<file path="src/hdl/jtmi_pkg.sv">
// Shared types and constants for the JSON top-level member indexer.
// No dependencies; imported by jtmi_parser, jtmi_result_buf and the top level.
package jtmi_pkg;

    localparam int MAX_DOC_BYTES_DEF = 65536;
    localparam int MAX_DEPTH_DEF     = 255;

    localparam logic [7:0] CH_LBRACK = 8'h5B;  // [
    localparam logic [7:0] CH_LBRACE = 8'h7B;  // {
    localparam logic [7:0] CH_RBRACK = 8'h5D;  // ]
    localparam logic [7:0] CH_RBRACE = 8'h7D;  // }
    localparam logic [7:0] CH_COMMA  = 8'h2C;  // ,
    localparam logic [7:0] CH_QUOTE  = 8'h22;  // "
    localparam logic [7:0] CH_N      = 8'h6E;  // n
    localparam logic [7:0] CH_T      = 8'h74;  // t
    localparam logic [7:0] CH_F      = 8'h66;  // f
    localparam logic [7:0] CH_MINUS  = 8'h2D;  // -
    localparam logic [7:0] CH_0      = 8'h30;  // 0
    localparam logic [7:0] CH_9      = 8'h39;  // 9

    localparam logic [2:0] KIND_ARRAY  = 3'd0;
    localparam logic [2:0] KIND_OBJECT = 3'd1;
    localparam logic [2:0] KIND_NULL   = 3'd2;
    localparam logic [2:0] KIND_BOOL   = 3'd3;
    localparam logic [2:0] KIND_STRING = 3'd4;
    localparam logic [2:0] KIND_NUMBER = 3'd5;

    localparam logic [1:0] ERR_NONE  = 2'd0;
    localparam logic [1:0] ERR_VALUE = 2'd1;
    localparam logic [1:0] ERR_DEEP  = 2'd2;
    localparam logic [1:0] ERR_LONG  = 2'd3;

    typedef struct packed {
        logic        member_valid;
        logic [15:0] key_offset;
        logic [15:0] key_length;
        logic [15:0] value_offset;
        logic [16:0] value_length;
        logic [2:0]  value_kind;
        logic        doc_end;
        logic [1:0]  error_code;
    } result_t;

endpackage

</file>
<file path="src/hdl/jtmi_parser.sv">
// Byte-wise parse state of the member indexer: one request updates the state
// and may raise one result. Depends on jtmi_pkg.
module jtmi_parser
    import jtmi_pkg::*;
#(
    parameter int MAX_DOC_BYTES = MAX_DOC_BYTES_DEF,
    parameter int MAX_DEPTH     = MAX_DEPTH_DEF
)
(
    input  logic       clk,
    input  logic       rst_n,
    input  logic       accept,
    input  logic [7:0] data_byte,
    input  logic       last_byte,
    output logic       res_valid,
    output result_t    res
);

    localparam int POS_W   = $clog2(MAX_DOC_BYTES + 1);
    localparam int DEPTH_W = $clog2(MAX_DEPTH + 1);
    localparam int OFF_W   = (POS_W > 16) ? POS_W : 16;
    localparam int LEN_W   = (POS_W > 17) ? POS_W : 17;

    typedef enum logic [8:0] {
        PH_FIRST   = 9'b000000001,
        PH_MEMBER  = 9'b000000010,
        PH_KEY     = 9'b000000100,
        PH_COLON   = 9'b000001000,
        PH_VSTART  = 9'b000010000,
        PH_SCALAR  = 9'b000100000,
        PH_BRACKET = 9'b001000000,
        PH_SKIP    = 9'b010000000,
        PH_DRAIN   = 9'b100000000
    } phase_t;

    phase_t               phase_reg, phase_next;
    logic [POS_W-1:0]     pos_reg, pos_next;
    logic [DEPTH_W-1:0]   depth_reg, depth_next;
    logic [POS_W-1:0]     key_start_reg, key_start_next;
    logic [15:0]          key_span_reg, key_span_next;
    logic [POS_W-1:0]     value_start_reg, value_start_next;
    logic [2:0]           kind_reg, kind_next;
    logic                 minus_reg, minus_next;

    logic                 member;
    logic [LEN_W-1:0]     vlen;
    logic [LEN_W-1:0]     vlen_incl;
    logic [1:0]           err;
    logic                 is_digit;
    logic [OFF_W-1:0]     key_off_ext;
    logic [OFF_W-1:0]     val_off_ext;
    logic [2:0]           kind_out;
    logic [POS_W-1:0]     vstart_out;

    assign is_digit  = data_byte inside {[CH_0:CH_9]};
    assign vlen_incl = LEN_W'(pos_reg) - LEN_W'(value_start_reg) + LEN_W'(1);

    always_comb
    begin
        phase_next       = phase_reg;
        pos_next         = pos_reg;
        depth_next       = depth_reg;
        key_start_next   = key_start_reg;
        key_span_next    = key_span_reg;
        value_start_next = value_start_reg;
        kind_next        = kind_reg;
        minus_next       = minus_reg;
        member           = 1'b0;
        vlen             = '0;
        err              = ERR_NONE;

        if (phase_reg != PH_DRAIN && pos_reg >= POS_W'(MAX_DOC_BYTES))
        begin
            err = ERR_LONG;
        end
        else
        begin
            case (phase_reg)
                PH_FIRST:
                begin
                    phase_next = PH_MEMBER;
                end
                PH_MEMBER:
                begin
                    if (data_byte == CH_RBRACE)
                    begin
                        phase_next = PH_DRAIN;
                    end
                    else
                    begin
                        key_start_next = pos_reg + POS_W'(1);
                        phase_next     = PH_KEY;
                    end
                end
                PH_KEY:
                begin
                    if (data_byte == CH_QUOTE)
                    begin
                        key_span_next = 16'(pos_reg - key_start_reg);
                        phase_next    = PH_COLON;
                    end
                end
                PH_COLON:
                begin
                    phase_next = PH_VSTART;
                end
                PH_VSTART:
                begin
                    value_start_next = pos_reg;
                    minus_next       = 1'b0;
                    if (data_byte == CH_LBRACK || data_byte == CH_LBRACE)
                    begin
                        kind_next  = (data_byte == CH_LBRACK) ? KIND_ARRAY : KIND_OBJECT;
                        depth_next = DEPTH_W'(1);
                        phase_next = PH_BRACKET;
                    end
                    else if (data_byte == CH_N)
                    begin
                        kind_next  = KIND_NULL;
                        phase_next = PH_SCALAR;
                    end
                    else if (data_byte == CH_T || data_byte == CH_F)
                    begin
                        kind_next  = KIND_BOOL;
                        phase_next = PH_SCALAR;
                    end
                    else if (data_byte == CH_QUOTE)
                    begin
                        kind_next  = KIND_STRING;
                        phase_next = PH_SCALAR;
                    end
                    else if (is_digit)
                    begin
                        kind_next  = KIND_NUMBER;
                        phase_next = PH_SCALAR;
                    end
                    else if (data_byte == CH_MINUS)
                    begin
                        kind_next  = KIND_NUMBER;
                        minus_next = 1'b1;
                        phase_next = PH_SCALAR;
                        if (last_byte)
                        begin
                            err = ERR_VALUE;
                        end
                    end
                    else
                    begin
                        err = ERR_VALUE;
                    end
                    if (err == ERR_NONE && last_byte)
                    begin
                        member = 1'b1;
                        vlen   = LEN_W'(1);
                    end
                end
                PH_SCALAR:
                begin
                    if (minus_reg && !is_digit)
                    begin
                        err = ERR_VALUE;
                    end
                    else
                    begin
                        minus_next = 1'b0;
                        if (data_byte == CH_COMMA)
                        begin
                            member     = 1'b1;
                            vlen       = vlen_incl - LEN_W'(1);
                            phase_next = PH_MEMBER;
                        end
                        else if (last_byte)
                        begin
                            member = 1'b1;
                            vlen   = vlen_incl;
                        end
                    end
                end
                PH_BRACKET:
                begin
                    if (data_byte == CH_LBRACK || data_byte == CH_LBRACE)
                    begin
                        if (depth_reg == DEPTH_W'(MAX_DEPTH))
                        begin
                            err = ERR_DEEP;
                        end
                        else
                        begin
                            depth_next = depth_reg + DEPTH_W'(1);
                            if (last_byte)
                            begin
                                member = 1'b1;
                                vlen   = vlen_incl;
                            end
                        end
                    end
                    else if (data_byte == CH_RBRACK || data_byte == CH_RBRACE)
                    begin
                        depth_next = depth_reg - DEPTH_W'(1);
                        // the bracket that closes the value is part of it
                        if (depth_reg == DEPTH_W'(1) || last_byte)
                        begin
                            member = 1'b1;
                            vlen   = vlen_incl;
                        end
                        if (depth_reg == DEPTH_W'(1))
                        begin
                            phase_next = PH_SKIP;
                        end
                    end
                    else if (last_byte)
                    begin
                        member = 1'b1;
                        vlen   = vlen_incl;
                    end
                end
                PH_SKIP:
                begin
                    phase_next = PH_MEMBER;
                end
                default:
                begin
                end
            endcase
        end

        if (err != ERR_NONE)
        begin
            phase_next = PH_DRAIN;
        end

        // hold the value start and kind of this request before the last byte clears them
        kind_out   = kind_next;
        vstart_out = value_start_next;

        // advance the position unless draining; the last byte rearms everything
        if (last_byte)
        begin
            phase_next       = PH_FIRST;
            pos_next         = '0;
            depth_next       = '0;
            key_start_next   = '0;
            key_span_next    = '0;
            value_start_next = '0;
            kind_next        = KIND_ARRAY;
            minus_next       = 1'b0;
        end
        else if (phase_next != PH_DRAIN)
        begin
            pos_next = pos_reg + POS_W'(1);
        end
    end

    assign key_off_ext = OFF_W'(key_start_reg);
    assign val_off_ext = OFF_W'(vstart_out);

    assign res_valid = accept && (member || err != ERR_NONE || last_byte);

    always_comb
    begin
        res.member_valid = member;
        res.key_offset   = member ? key_off_ext[15:0] : 16'd0;
        res.key_length   = member ? key_span_reg : 16'd0;
        res.value_offset = member ? val_off_ext[15:0] : 16'd0;
        res.value_length = member ? vlen[16:0] : 17'd0;
        res.value_kind   = member ? kind_out : KIND_ARRAY;
        res.doc_end      = last_byte;
        res.error_code   = err;
    end

    always_ff @(posedge clk or negedge rst_n)
    begin
        if (!rst_n)
        begin
            phase_reg       <= PH_FIRST;
            pos_reg         <= '0;
            depth_reg       <= '0;
            key_start_reg   <= '0;
            key_span_reg    <= '0;
            value_start_reg <= '0;
            kind_reg        <= KIND_ARRAY;
            minus_reg       <= 1'b0;
        end
        else if (accept)
        begin
            phase_reg       <= phase_next;
            pos_reg         <= pos_next;
            depth_reg       <= depth_next;
            key_start_reg   <= key_start_next;
            key_span_reg    <= key_span_next;
            value_start_reg <= value_start_next;
            kind_reg        <= kind_next;
            minus_reg       <= minus_next;
        end
    end

endmodule

</file>
<file path="src/hdl/jtmi_result_buf.sv">
// Output register with a skid stage for the member indexer results.
// Depends on jtmi_pkg for the result record.
module jtmi_result_buf
    import jtmi_pkg::*;
(
    input  logic    clk,
    input  logic    rst_n,
    input  logic    push,
    input  result_t push_data,
    output logic    space,
    output logic    out_valid,
    input  logic    out_ready,
    output result_t out_data
);

    logic    main_valid_reg;
    logic    skid_valid_reg;
    result_t main_reg;
    result_t skid_reg;
    logic    pop;

    assign pop       = main_valid_reg && out_ready;
    assign space     = !skid_valid_reg;
    assign out_valid = main_valid_reg;
    assign out_data  = main_reg;

    always_ff @(posedge clk or negedge rst_n)
    begin
        if (!rst_n)
        begin
            main_valid_reg <= 1'b0;
            skid_valid_reg <= 1'b0;
        end
        else if (!main_valid_reg || pop)
        begin
            // refill the output from the skid stage first
            if (skid_valid_reg)
            begin
                main_valid_reg <= 1'b1;
                skid_valid_reg <= 1'b0;
            end
            else
            begin
                main_valid_reg <= push;
            end
        end
        else if (push)
        begin
            skid_valid_reg <= 1'b1;
        end
    end

    always_ff @(posedge clk)
    begin
        if (!main_valid_reg || pop)
        begin
            main_reg <= skid_valid_reg ? skid_reg : push_data;
        end
        else if (push)
        begin
            skid_reg <= push_data;
        end
    end

endmodule

</file>
<file path="src/hdl/json_top_level_member_indexer.sv">
// Indexes the top-level members of a compact JSON object fed one byte per
// request. Bytes are taken at one per clock; each byte updates the parse state
// in the same cycle, and a result (a finished member, an error or the end of
// the document on tlast) goes into a two-entry output buffer, so the stream
// stalls only when two results wait unread. Each result is registered in the
// buffer before it reaches the master side. Depends on jtmi_pkg, jtmi_parser
// and jtmi_result_buf.
module json_top_level_member_indexer
    import jtmi_pkg::*;
#(
    parameter int MAX_DOC_BYTES = MAX_DOC_BYTES_DEF,
    parameter int MAX_DEPTH     = MAX_DEPTH_DEF
)
(
    input  logic        clk,
    input  logic        rst_n,
    input  logic        s_tvalid,
    output logic        s_tready,
    input  logic [7:0]  s_tdata,   // data_byte
    input  logic        s_tlast,   // last_byte
    output logic        m_tvalid,
    input  logic        m_tready,
    output logic [71:0] m_tdata,   // key_offset, key_length, value_offset,
                                   // value_length, value_kind, error_code, zero pad
    output logic        m_tuser,   // member_valid
    output logic        m_tlast    // doc_end
);

    logic    accept;
    logic    res_valid;
    logic    space;
    result_t res;
    result_t out_res;

    assign s_tready = space;
    assign accept   = s_tvalid && space;

    jtmi_parser #(
        .MAX_DOC_BYTES (MAX_DOC_BYTES),
        .MAX_DEPTH     (MAX_DEPTH)
    ) u_parser (
        .clk       (clk),
        .rst_n     (rst_n),
        .accept    (accept),
        .data_byte (s_tdata),
        .last_byte (s_tlast),
        .res_valid (res_valid),
        .res       (res)
    );

    jtmi_result_buf u_result_buf (
        .clk       (clk),
        .rst_n     (rst_n),
        .push      (res_valid),
        .push_data (res),
        .space     (space),
        .out_valid (m_tvalid),
        .out_ready (m_tready),
        .out_data  (out_res)
    );

    assign m_tdata = {2'b00,
                      out_res.error_code,
                      out_res.value_kind,
                      out_res.value_length,
                      out_res.value_offset,
                      out_res.key_length,
                      out_res.key_offset};
    assign m_tuser = out_res.member_valid;
    assign m_tlast = out_res.doc_end;

endmodule
</file>
<file path="config.mk">
export PLATFORM = sky130hd
export DESIGN_NAME = json_top_level_member_indexer
export DESIGN_NICKNAME = d
export VERILOG_FILES = /design/src/hdl/jtmi_pkg.sv /design/src/hdl/jtmi_parser.sv /design/src/hdl/jtmi_result_buf.sv /design/src/hdl/json_top_level_member_indexer.sv
export SDC_FILE = /design/constraint.sdc
export NUM_CORES = 1
export LEC_CHECK = 0
export BUFFER_PORTS_ARGS = -buffer_cell sky130_fd_sc_hd__buf_2
export CAP_MARGIN = 20
export CORE_UTILIZATION = 55
export DETAILED_ROUTE_END_ITERATION = 6
export PLACE_DENSITY = 0.74
export SYNTH_ARGS = -nofsm -noshare
export SYNTH_HDL_FRONTEND = slang
export SYNTH_HIERARCHICAL = 1
export SYNTH_SLANG_ARGS = --single-unit
</file>
<file path="constraint.sdc">
create_clock -name clk -period 10.7 [get_ports clk]
set_clock_uncertainty 0.2 [all_clocks]
set_input_delay 1.07 -clock clk [delete_from_list [all_inputs] [get_ports clk]]
set_output_delay 1.07 -clock clk [all_outputs]
set_load 0.02 [all_outputs]
</file>
==> flow_metrics.py, run 1 <==
metrics = {
    "outcome": {
        "status": "complete, no violations",
    },
    "worst_setup_path": {
        "worstPathRequired_ns": 10.67,
        "end_kind": "register",
        "crit_type": "register to register",
        "rr_worst_depth": 10,
        "r2r-start": "u_parser/phase_reg[7]",
        "path_delay_family": "simple AND/OR/NAND/NOR gates",
        "critPathSlowestCell": "nor2_1",
        "r2r-end": "u_result_buf/skid_reg[31]",
        "cp-start-kind": "register",
        "worstPathArrival_ns": 5.23,
        "worst-path-buf-inv": 3,
        "crit_chain": "nor4_2 -> nand4_1 -> nor2_1 -> nor2_1 -> a21o_1 -> buf_4 -> a21oi_1 -> inv_1 -> nor2_4 -> buf_4",
        "rrSetupSlack_ns": 5.44,
        "crit_fanout": 48,
        "cpPeakStageDelay_ns": 0.97,
    },
    "floorplan": {
        "die_w_um": 157,
        "num_rows": 56,
        "core_sq_um": 23500,
        "dieArea_sq_um": 24800,
        "die_h_um": 157,
        "start_util_pct": 56.4,
        "pin_count": 89,
    },
    "synth": {
        "synth.area.top_cells": "edfxtp_1 (33%), dfrtp_1 (17%), mux2_4 (6.6%)",
        "muxShareOfSynthArea_pct": 8.47,
        "synth_top_family_by_area": "compound AO/OA/AOI/OAI gates",
        "synth_simple_gate_area_share_pct": 14.7,
        "yosys.area.top_type_share_pct": 32.6,
        "synth_flop_cell": "edfxtp_1",
        "async_flop_share_pct": 38.2,
        "seq_area_frac_synth_pct": 49.4,
        "syn_area_per_cell_sq_um": 10.9,
        "ys_ff_latch": 233,
        "syn-instance-count": 1218,
        "synth_edf_count": 144,
        "yosysTopAreaCell": "edfxtp_1",
        "synth.distinct_cells": 79,
        "synth_fa_ha_area_share_pct": 5.11,
        "synth_common_cells": "edfxtp_1 (144), nand2_1 (115), dfrtp_1 (88)",
        "synth_compound_area_share_pct": 14.9,
        "synth-xor-area-share_pct": 3.10,
        "syn_area_sq_um": 13300,
        "yosysMostFrequentCell": "edfxtp_1",
        "synth_warnings": 6,
    },
    "pwr": {
        "p_int_uw": 2050,
        "power.share.clock_pct": 28.8,
        "p_sw_uw": 1140,
        "power_frac_seq_pct": 35.7,
        "peakVddDrop_uv": 175,
        "leakage_uw": 0.00598,
        "pwr-share-comb_pct": 35.6,
        "netSwitchingFraction_pct": 35.8,
        "power.density_nw_per_um2": 216,
    },
    "routing": {
        "first_pass_iters": 7,
        "num_vias": 9625,
        "ant_nets": 0,
        "wl_per_cell_um": 18.1,
        "via_per_inst": 5.97,
        "route.detailed.drc": 0,
        "drtIter0Drc": 833,
        "wl_um": 29200,
    },
    "global_route": {
        "overflow": 0,
        "antenna_found_initial": 0,
        "grt_pass1_wl_um": 47100,
        "grt_max_degree": 75,
        "grt_pass1_vias": 9182,
        "globalRouteTotalUtil_pct": 24.0,
    },
    "timing": {
        "holdWs_ns": 0.268,
        "rsz0062_at_grt": "no",
        "min_period_over_period_pct": 49.2,
        "slew_headroom_pct": 23.2,
        "hold_viol_final": 0,
        "layout_setup_ws_ns": 5.44,
        "setup_viol_count_final": 0,
        "worstMarginPinSlew_ns": 1.15,
        "finalMaxSlewViolations": 0,
        "period_minus_slack_ns": 5.26,
        "fmax_ghz": 0.190,
        "tns_ns": 0,
    },
    "clock_network": {
        "ctsHoldBuffers": 0,
        "clk_pin_slew_ns": 0.07,
        "clock_path_buffers": 3,
        "htree_levels": 1,
        "post_cts_resized": 0,
        "cts_tree": "done",
        "cts_setup_buffers": 0,
        "numCtsBuffers": 26,
        "clk_latency_ns": 0.54,
        "cts.root.buffer_cell": "clkbuf_16",
        "clock-sinks": 233,
    },
    "placement": {
        "port_buffers": 86,
        "place_congestion": 0.940,
        "dp_hpwl_um": 19700,
        "place_area_sq_um": 13800,
        "pre_cts_slack_ns": 5.02,
    },
    "worst_hold_path": {
        "hold_path_end": "u_parser/key_span_reg[3]",
        "holdPathStages": 2,
        "min_from": "u_parser/key_span_reg[3]",
        "hold_class": "register to register",
    },
    "cells_and_area": {
        "area_growth_pct": 11.0,
        "nNetsFinal": 1339,
        "n_fill_cell": 1895,
        "n_antenna_cell": 0,
        "final_cell_area_sq_um": 14700,
        "layout-drive-gt1-share_pct": 18.3,
        "post-route-util_pct": 62.6,
    },
    "run": {
        "maxCapViolCount": 0,
    },
}
==> per-layer routing <==
| layer | routed length (um) | GRT usage (%) | share of wire, % | vias up |
|---|---|---|---|---|
| met4 | 1040 | 9.39 | 3.6 | 0 |
| li1 | - | - | - | 4601 |
| met1 | 13100 | 33.0 | 45 | 4636 |
| met2 | 13600 | 38.4 | 46 | 319 |
| met3 | 1530 | 3.61 | 5.2 | 69 |
| met5 | 0 | 0 | 0 | - |
==> kinds of logic (layout without fill, tap and decap cells) <==
group | Yosys count | in the layout
simple gates | 380 | 380
compound gates | 297 | 297
flops | 233 | 233
buf+inv | 126 | 200
mux | 81 | 81
fa+ha+maj | 53 | 53
xor+xnor | 47 | 47
other cells | 1 | 2
==> final cells by class <==
class | instances | area, sq um | share of cell area [%]
Sequential cell | 233 | 6560 | 44.5
Multi-Input combinational cell | 860 | 6170 | 41.9
Clock buffer | 32 | 683 | 4.64
Timing Repair Buffer | 99 | 531 | 3.60
Tap cell | 319 | 399 | 2.71
Clock inverter | 16 | 199 | 1.35
Inverter | 53 | 199 | 1.35
==> stage by stage <==
step	std cells	power (uW)
detailed placement	1563	2250
global route	1612	3350
floorplan	1219	1980
CTS	1611	3180
global placement	1563	2230
finish	1612	3190
==> cells in the final DEF, fill, tap and decap left out, drive strengths merged, types with 6 or more instances in the layout <==
cell       n
o21a       8
o31ai     27
nand3     29
edfxtp   144
and2      27
a21boi    17
nand2    115
o21ai     71
o22ai     16
dfrtp     88
nor4b      6
or3       10
clkbuf    33
nand2b    17
a211oi     7
xnor2     29
nor2b     14
o2bb2ai   11
mux2      77
and3      10
a21oi     61
nand4     11
buf       98
clkinv    10
or4       13
a21o      12
a31oi     11
inv       55
ha        51
nor3      22
o211ai    11
xor2      18
nor2      79
==> how the worst max path moves through the flow <==
stage | slack (ns) | startpoint | depth (start not counted) | end
floorplan | 3.89 | s_tdata[4] | 10 | u_result_buf/skid_reg[0]
global placement | 5.16 | s_tdata[3] | 13 | u_result_buf/skid_reg[34]
detailed placement | 5.02 | s_tdata[3] | 13 | u_result_buf/skid_reg[66]
CTS | 5.48 | u_parser/phase_reg[7] | 10 | u_result_buf/skid_reg[34]
global route | 5.11 | s_tdata[3] | 13 | u_result_buf/skid_reg[38]
finish | 5.44 | u_parser/phase_reg[7] | 10 | u_result_buf/skid_reg[31]
==> tightest hold or removal path, stage by stage, from the launching register on <==
cell and delay [ns]:
dfrtp_1 0.34, nand2_1 0.05, o41ai_1 0.05
==> power groups by stage <==
stage	sequential (uW)	combinational (uW)	clock [uW]
2_1_floorplan	1140	839	0
3_5_place_dp	1150	1100	0
4_1_cts	1140	1110	932
6_report	1140	1130	916
3_3_place_gp	1150	1080	0
5_1_grt	1150	1240	965
Note: power is estimated with default switching activity, not from simulation.
==> run 2: changes to the inputs <==
--- a/config.mk
+++ b/config.mk
@@ -5,11 +5,12 @@
 export SDC_FILE = /design/constraint.sdc
 export NUM_CORES = 1
 export LEC_CHECK = 0
+export ABC_AREA = 1
 export BUFFER_PORTS_ARGS = -buffer_cell sky130_fd_sc_hd__buf_2
 export CAP_MARGIN = 20
 export CORE_UTILIZATION = 55
 export DETAILED_ROUTE_END_ITERATION = 6
-export PLACE_DENSITY = 0.74
+export PLACE_DENSITY = 0.76
 export SYNTH_ARGS = -nofsm -noshare
 export SYNTH_HDL_FRONTEND = slang
 export SYNTH_HIERARCHICAL = 1
==> constraint.sdc (replaced) <==
create_clock -name clk -period 4.4 [get_ports clk]
set_clock_uncertainty 0.2 [all_clocks]
set_input_delay 0.44 -clock clk [delete_from_list [all_inputs] [get_ports clk]]
set_output_delay 0.44 -clock clk [all_outputs]
set_load 0.02 [all_outputs]
==> run 2 against run 1 <==
Effect of this change:
- final cell count rose by 25%
- sequential share of layout area rose by 0.54 points
- clock power grew 100%
- register-to-register slack got worse by 4.8 ns
- combinational power grew 4%
- wire length rose by 7.3%
- global-route usage grew 2.2 points
==> flow_metrics.py, run 2 <==
metrics = {
    "cells_and_area": {
        "final_cell_area_sq_um": 14600,
        "area_growth_pct": 10.2,
        "n_antenna_cell": 0,
        "final_cell_mix": "nand2_1 (515), nor2_1 (174), inv_1 (166), edfxtp_1 (144), nand3_1 (95)",
        "layout-drive-gt1-share_pct": 10.9,
        "mostFrequentLayoutCell": "nand2_1",
        "nNetsFinal": 1749,
    },
    "routing": {
        "wl_um": 31400,
        "ant_nets": 0,
        "via_per_inst": 5.43,
        "num_vias": 11000,
        "drtIter0Drc": 921,
        "first_pass_iters": 6,
        "route.detailed.drc": 0,
        "wl_per_cell_um": 15.5,
    },
    "floorplan": {
        "die_h_um": 157,
        "start_util_pct": 56.1,
        "die_w_um": 157,
        "core_sq_um": 23500,
        "num_rows": 56,
        "dieArea_sq_um": 24600,
        "pin_count": 89,
    },
    "synth": {
        "syn-instance-count": 1605,
        "synth.distinct_cells": 56,
        "synth_flop_cell": "edfxtp_1",
        "yosysMostFrequentCell": "nand2_1",
        "synth_warnings": 6,
        "seq_area_frac_synth_pct": 49.6,
        "synth_common_cells": "nand2_1 (516), nor2_1 (175), inv_1 (166)",
        "ys_ff_latch": 233,
        "yosys.area.top_type_share_pct": 32.7,
        "synth_edf_count": 144,
        "syn_area_per_cell_sq_um": 8.23,
        "syn_area_sq_um": 13200,
        "async_flop_share_pct": 38.2,
        "synth.area.top_cells": "edfxtp_1 (33%), dfrtp_1 (17%), nand2_1 (15%)",
        "yosysTopAreaCell": "edfxtp_1",
    },
    "pwr": {
        "pwr-share-comb_pct": 21.1,
        "leakage_uw": 0.00683,
        "p_sw_uw": 1700,
        "power.density_nw_per_um2": 384,
        "p_int_uw": 3900,
        "peakVddDrop_uv": 289,
        "power_frac_seq_pct": 46.0,
        "power.share.clock_pct": 32.8,
        "netSwitchingFraction_pct": 30.4,
        "power_uw": 5590,
    },
    "worst_hold_path": {
        "hold_class": "input port to register",
    },
    "clock_network": {
        "cts_tree": "done",
        "clk_pin_slew_ns": 0.06,
        "numCtsBuffers": 24,
        "cts_setup_buffers": 0,
        "clk_latency_ns": 0.53,
        "clock_path_buffers": 3,
        "cts.root.buffer_cell": "clkbuf_16",
        "post_cts_resized": 0,
        "htree_levels": 1,
        "clock-sinks": 233,
    },
    "outcome": {
        "status": "complete, no violations",
    },
    "global_route": {
        "grt_pass1_vias": 10200,
        "overflow": 0,
        "antenna_found_initial": 0,
        "grt_max_degree": 76,
        "grt_pass1_wl_um": 51100,
        "globalRouteTotalUtil_pct": 26.2,
    },
    "worst_setup_path": {
        "crit_type": "register to register",
        "worstPathRequired_ns": 4.48,
        "cp-start-kind": "register",
        "crit_fanout": 6,
        "worstPathArrival_ns": 3.80,
        "end_kind": "register",
    },
    "placement": {
        "port_buffers": 86,
        "place_congestion": 0.949,
        "place_area_sq_um": 13800,
        "pre_cts_slack_ns": 0.769,
        "dp_hpwl_um": 22500,
    },
    "timing": {
        "slew_headroom_pct": 34.7,
        "layout_setup_ws_ns": 0.681,
        "holdWs_ns": 0.262,
        "fmax_ghz": 0.269,
        "min_period_over_period_pct": 84.5,
        "tns_ns": 0,
        "rsz0062_at_grt": "no",
        "finalMaxSlewViolations": 0,
        "worstMarginPinSlew_ns": 0.979,
        "period_minus_slack_ns": 3.72,
        "setup_viol_count_final": 0,
        "hold_viol_final": 0,
    },
    "run": {
        "maxCapViolCount": 0,
    },
}
run 2: cell count changes in the layout (fill, tap and decap cells not counted), moves of 16 or more:
cell / change
nand2b_1: -16
nand3_1: +66
mux2_4: -58
and2_1: -26
nor2_1: +97
nand2_1: +400
o22ai_1: +19
mux2_2: -17
o31ai_1: -19
inv_1: +113
xnor2_1: -22
run 2: through the flow:
stage | std cells | util (%)
3_3_place_gp | 1975 | 58.8
2_1_floorplan | 1606 | -
6_report | 2020 | 61.8
5_1_grt | 2020 | 61.8
4_1_cts | 2020 | 61.8
3_5_place_dp | 1975 | 58.8
run 2: timing repair:
action | in CTS | in global routing
setup endpoints to repair | 0 | 0
hold buffers | 1 | 0
endpoints found under the hold margin | 61 | 0
run 2: cell families (layout without fill, tap and decap cells):
| group | Yosys count | after routing | synth area share (%) |
|---|---|---|---|
| compound gates | 201 | 201 | 8.73 |
| xor+xnor | 23 | 23 | 1.53 |
| fa+ha+maj | 53 | 53 | 5.13 |
| buf+inv | 234 | 329 | 7.85 |
| flops | 233 | 233 | 49.6 |
| other cells | 1 | 2 | 0.0284 |
| simple gates | 860 | 860 | 27.1 |
run 2: power by group through the flow:
stage / logic (uW) / registers, uW / clock network, uW
CTS: 1170 / 2580 / 1870
global placement: 1160 / 2610 / 0
floorplan: 796 / 2690 / 0
finish: 1180 / 2580 / 1840
global route: 1320 / 2590 / 1960
detailed placement: 1170 / 2620 / 0
run 2: metal layers:
| layer | track usage [%] | vias to the layer above | part of all wire, % |
|---|---|---|---|
| met5 | 0 | - | 0 |
| met4 | 6.82 | 0 | 1.8 |
| met3 | 3.83 | 38 | 6.7 |
| met2 | 41.8 | 378 | 46 |
| met1 | 37.4 | 5134 | 46 |
| li1 | - | 5416 | - |
run 2: worst max-delay path, cell delays in order, from the launching register on:
cell	delay, ns
dfrtp_1	0.47
inv_1	0.09
ha_1	0.29
inv_1	0.04
ha_1	0.23
fa_1	0.46
xnor2_1	0.18
inv_1	0.10
nor3_1	0.28
nand3_1	0.15
nor2_1	0.17
nand4_1	0.18
nor2_1	0.14
nand2_1	0.07
o21ai_0	0.15
a21oi_1	0.11
nand2_1	0.10
nand2_1	0.06
run 2: area by class of cell:
cell class / count / area (sq um)
tap: 319 / 399
multi-input combinational: 1139 / 5640
timing repair buffer: 100 / 553
inverter: 185 / 699
clock inverter: 9 / 53.8
sequential: 233 / 6550
fill: 2102 / 8990
clock buffer: 35 / 652
run 2: final timing paths:
kind	slack (ns)	from	cells past startpoint	endpoint
worst min-delay path	0.26	s_tlast	1	u_result_buf/skid_reg[2]
min in group asynchronous	0.34	rst_n	2	u_parser/key_span_reg[12]
worst max register to register	0.68	u_parser/pos_reg[1]	17	u_result_buf/out_data[20]
max in group asynchronous	2.71	rst_n	3	u_parser/phase_reg[0]
worst min register to register	0.29	u_parser/value_start_reg[16]	2	u_parser/value_start_reg[16]
worst max-delay path	0.68	u_parser/pos_reg[1]	17	u_result_buf/out_data[20]
==> run 3: changes to the inputs <==
==> constraint.sdc (replaced) <==
create_clock -name clk -period 3.12 [get_ports clk]
set_clock_uncertainty 0.2 [all_clocks]
set_input_delay 0.312 -clock clk [delete_from_list [all_inputs] [get_ports clk]]
set_output_delay 0.312 -clock clk [all_outputs]
set_load 0.02 [all_outputs]
==> run 3 against run 2 <==
Effect of this change:
- the run now ends with negative setup slack left
- sequential share of layout area fell by 3.2 points
- combinational power increased by 58%
- utilization is 4.7 points higher
- non-clock buffer count increased by 69
- largest cell class unchanged
- largest power group unchanged
- highest routed layer unchanged
==> flow_metrics.py, run 3 (synthesis gave the netlist of run 2 again) <==
metrics = {
    "worst_setup_path": {
        "cpPeakStageDelay_ns": 0.43,
        "end_kind": "register",
        "worstPathArrival_ns": 3.36,
        "crit_chain": "ha_4 -> inv_2 -> ha_4 -> fa_2 -> nor2_2 -> nand3_2 -> nor2_4 -> nand3_2 -> nor2_2 -> nand2_2 -> nor2_4 -> nand4_1 -> nor2_1 -> nor2_1 -> nor2_1 -> nor2_2 -> nand2_1 -> nand2_1",
        "critPathSlowestCell": "fa_2",
        "worstPathRequired_ns": 3.21,
        "crit_type": "register to register",
        "crit_fanout": 3,
        "cp-start-kind": "register",
    },
    "routing": {
        "drtIter0Drc": 890,
        "via_per_inst": 5.44,
        "wl_per_cell_um": 15.8,
        "ant_nets": 0,
        "first_pass_iters": 7,
        "route.detailed.drc": 0,
        "num_vias": 11400,
        "wl_um": 33100,
    },
    "timing": {
        "min_period_over_period_pct": 105,
        "hold_viol_final": 0,
        "period_minus_slack_ns": 3.27,
        "setup_viol_count_final": 8,
        "rsz0062_at_grt": "yes",
        "layout_setup_ws_ns": -0.149,
        "fmax_ghz": 0.306,
        "slew_headroom_pct": 42.8,
        "finalMaxSlewViolations": 0,
        "worstMarginPinSlew_ns": 0.858,
    },
    "run": {
        "maxCapViolCount": 0,
    },
    "placement": {
        "port_buffers": 86,
        "dp_hpwl_um": 23700,
        "pre_cts_slack_ns": -0.130,
        "place_congestion": 0.940,
        "place_area_sq_um": 14300,
    },
    "global_route": {
        "globalRouteTotalUtil_pct": 27.1,
        "grt_pass1_vias": 10500,
        "antenna_found_initial": 0,
        "overflow": 0,
        "grt_pass1_wl_um": 52700,
        "grt_max_degree": 74,
    },
    "clock_network": {
        "htree_levels": 1,
        "cts_tree": "done",
        "numCtsBuffers": 25,
        "cts.root.buffer_cell": "clkbuf_16",
        "clk_pin_slew_ns": 0.06,
        "clock-sinks": 233,
        "clock_path_buffers": 3,
        "clk_latency_ns": 0.54,
    },
    "floorplan": {
        "start_util_pct": 56.1,
        "pin_count": 89,
        "die_h_um": 157,
        "dieArea_sq_um": 24600,
        "core_sq_um": 23500,
        "num_rows": 56,
        "die_w_um": 157,
    },
    "cells_and_area": {
        "n_antenna_cell": 0,
        "final_cell_mix": "nand2_1 (502), nor2_1 (160), inv_1 (158), edfxtp_1 (144), dfrtp_1 (87)",
        "area_growth_pct": 18.6,
        "n_fill_cell": 1961,
        "nNetsFinal": 1819,
        "final_cell_area_sq_um": 15700,
        "mostFrequentLayoutCell": "nand2_1",
        "layout-drive-gt1-share_pct": 19.3,
    },
    "pwr": {
        "leakage_uw": 0.00729,
        "power.density_nw_per_um2": 553,
        "peakVddDrop_uv": 344,
    },
    "outcome": {
        "violations": "negative setup slack",
        "status": "complete, but fails checks",
    },
    "worst_hold_path": {
        "hold_class": "input port to asynchronous set/reset pin",
    },
}
-- run 3: changes by cell type in the layout (fill, tap and decap cells not counted), moves of 10 or more --
cell	previous run	this run
buf_4	13	74
nand2_1	515	502
nor2_2	12	22
nand3_2	1	12
nand2_2	6	19
a21oi_1	58	48
a21oi_2	2	12
nand3_1	95	82
nor2_1	174	160
-- run 3: where the power goes --
part	total (uW)	switching, uW	leakage (uW)	internal, uW
combinational	1860	1230	0.00417	631
sequential	3630	110	0.00270	3520
clock	3180	1260	0.000429	1920
total	8660	2590	0.00729	6070
-- run 3: cell type report --
type	instances	area (sq um)	share of cell area, %
clock buffer	27	643	4.10
clock inverter	19	251	1.61
inverter	185	699	4.46
multi-input combinational	1139	5990	38.2
sequential	233	6550	41.8
tap	319	399	2.55
timing repair buffer	169	1130	7.24
-- run 3: repair_timing --
action | 4_1_cts | 5_1_grt
gates resized for setup | 18 | 68
hold buffers | 2 | 0
pin swaps | 19 | 25
hold endpoints to repair | 46 | 0
setup endpoints to repair | 9 | 22
buffers inserted | 5 | 9
gates cloned | 0 | 0
-- run 3: final timing paths --
| path | start | end | slack, ns | cells after the start |
|---|---|---|---|---|
| min in group clk | s_tdata[0] | u_parser/minus_reg | 0.15 | 5 |
| max in group asynchronous | rst_n | u_parser/depth_reg[5] | 1.92 | 3 |
| hold reg to reg | u_parser/value_start_reg[16] | u_parser/value_start_reg[16] | 0.29 | 2 |
| hold / removal | rst_n | u_parser/key_span_reg[5] | 0.13 | 2 |
| setup reg to reg | u_parser/value_start_reg[1] | u_result_buf/out_data[21] | -0.15 | 18 |
| setup / recovery | u_parser/value_start_reg[1] | u_result_buf/out_data[21] | -0.15 | 18 |
-- run 3: worst max-delay path, delay by kind of cell, from the launching register on --
family / cells / cell delay (ns)
fa+ha+maj: 3 / 0.86
buf+inv: 1 / 0.04
flops: 1 / 0.41
simple gates: 14 / 1.52
-- run 3: metal layers --
layer | vias up | track usage [%] | part of all wire [%]
met3 | 62 | 4.10 | 6.5
met5 | - | 0 | 0
li1 | 5569 | - | -
met4 | 0 | 7.28 | 1.9
met2 | 385 | 45.3 | 48
met1 | 5351 | 36.9 | 44
-- run 3: per-stage QoR --
stage | setup TNS, ns | hold WS [ns] | cells | utilization [%] | power (uW)
final | -0.433 | 0.129 | 2091 | 66.6 | 8660
after global routing | -2.47 | 0.163 | 2091 | 66.6 | 9080
after CTS | -0.0860 | 0.128 | 2083 | 65.2 | 8610
after detailed placement | -0.486 | 0.167 | 2030 | 60.9 | 5390
after global placement | -0.0437 | 0.160 | 2030 | 60.9 | 5350
after floorplan | -13.55 | -0.184 | 1606 | - | 4930
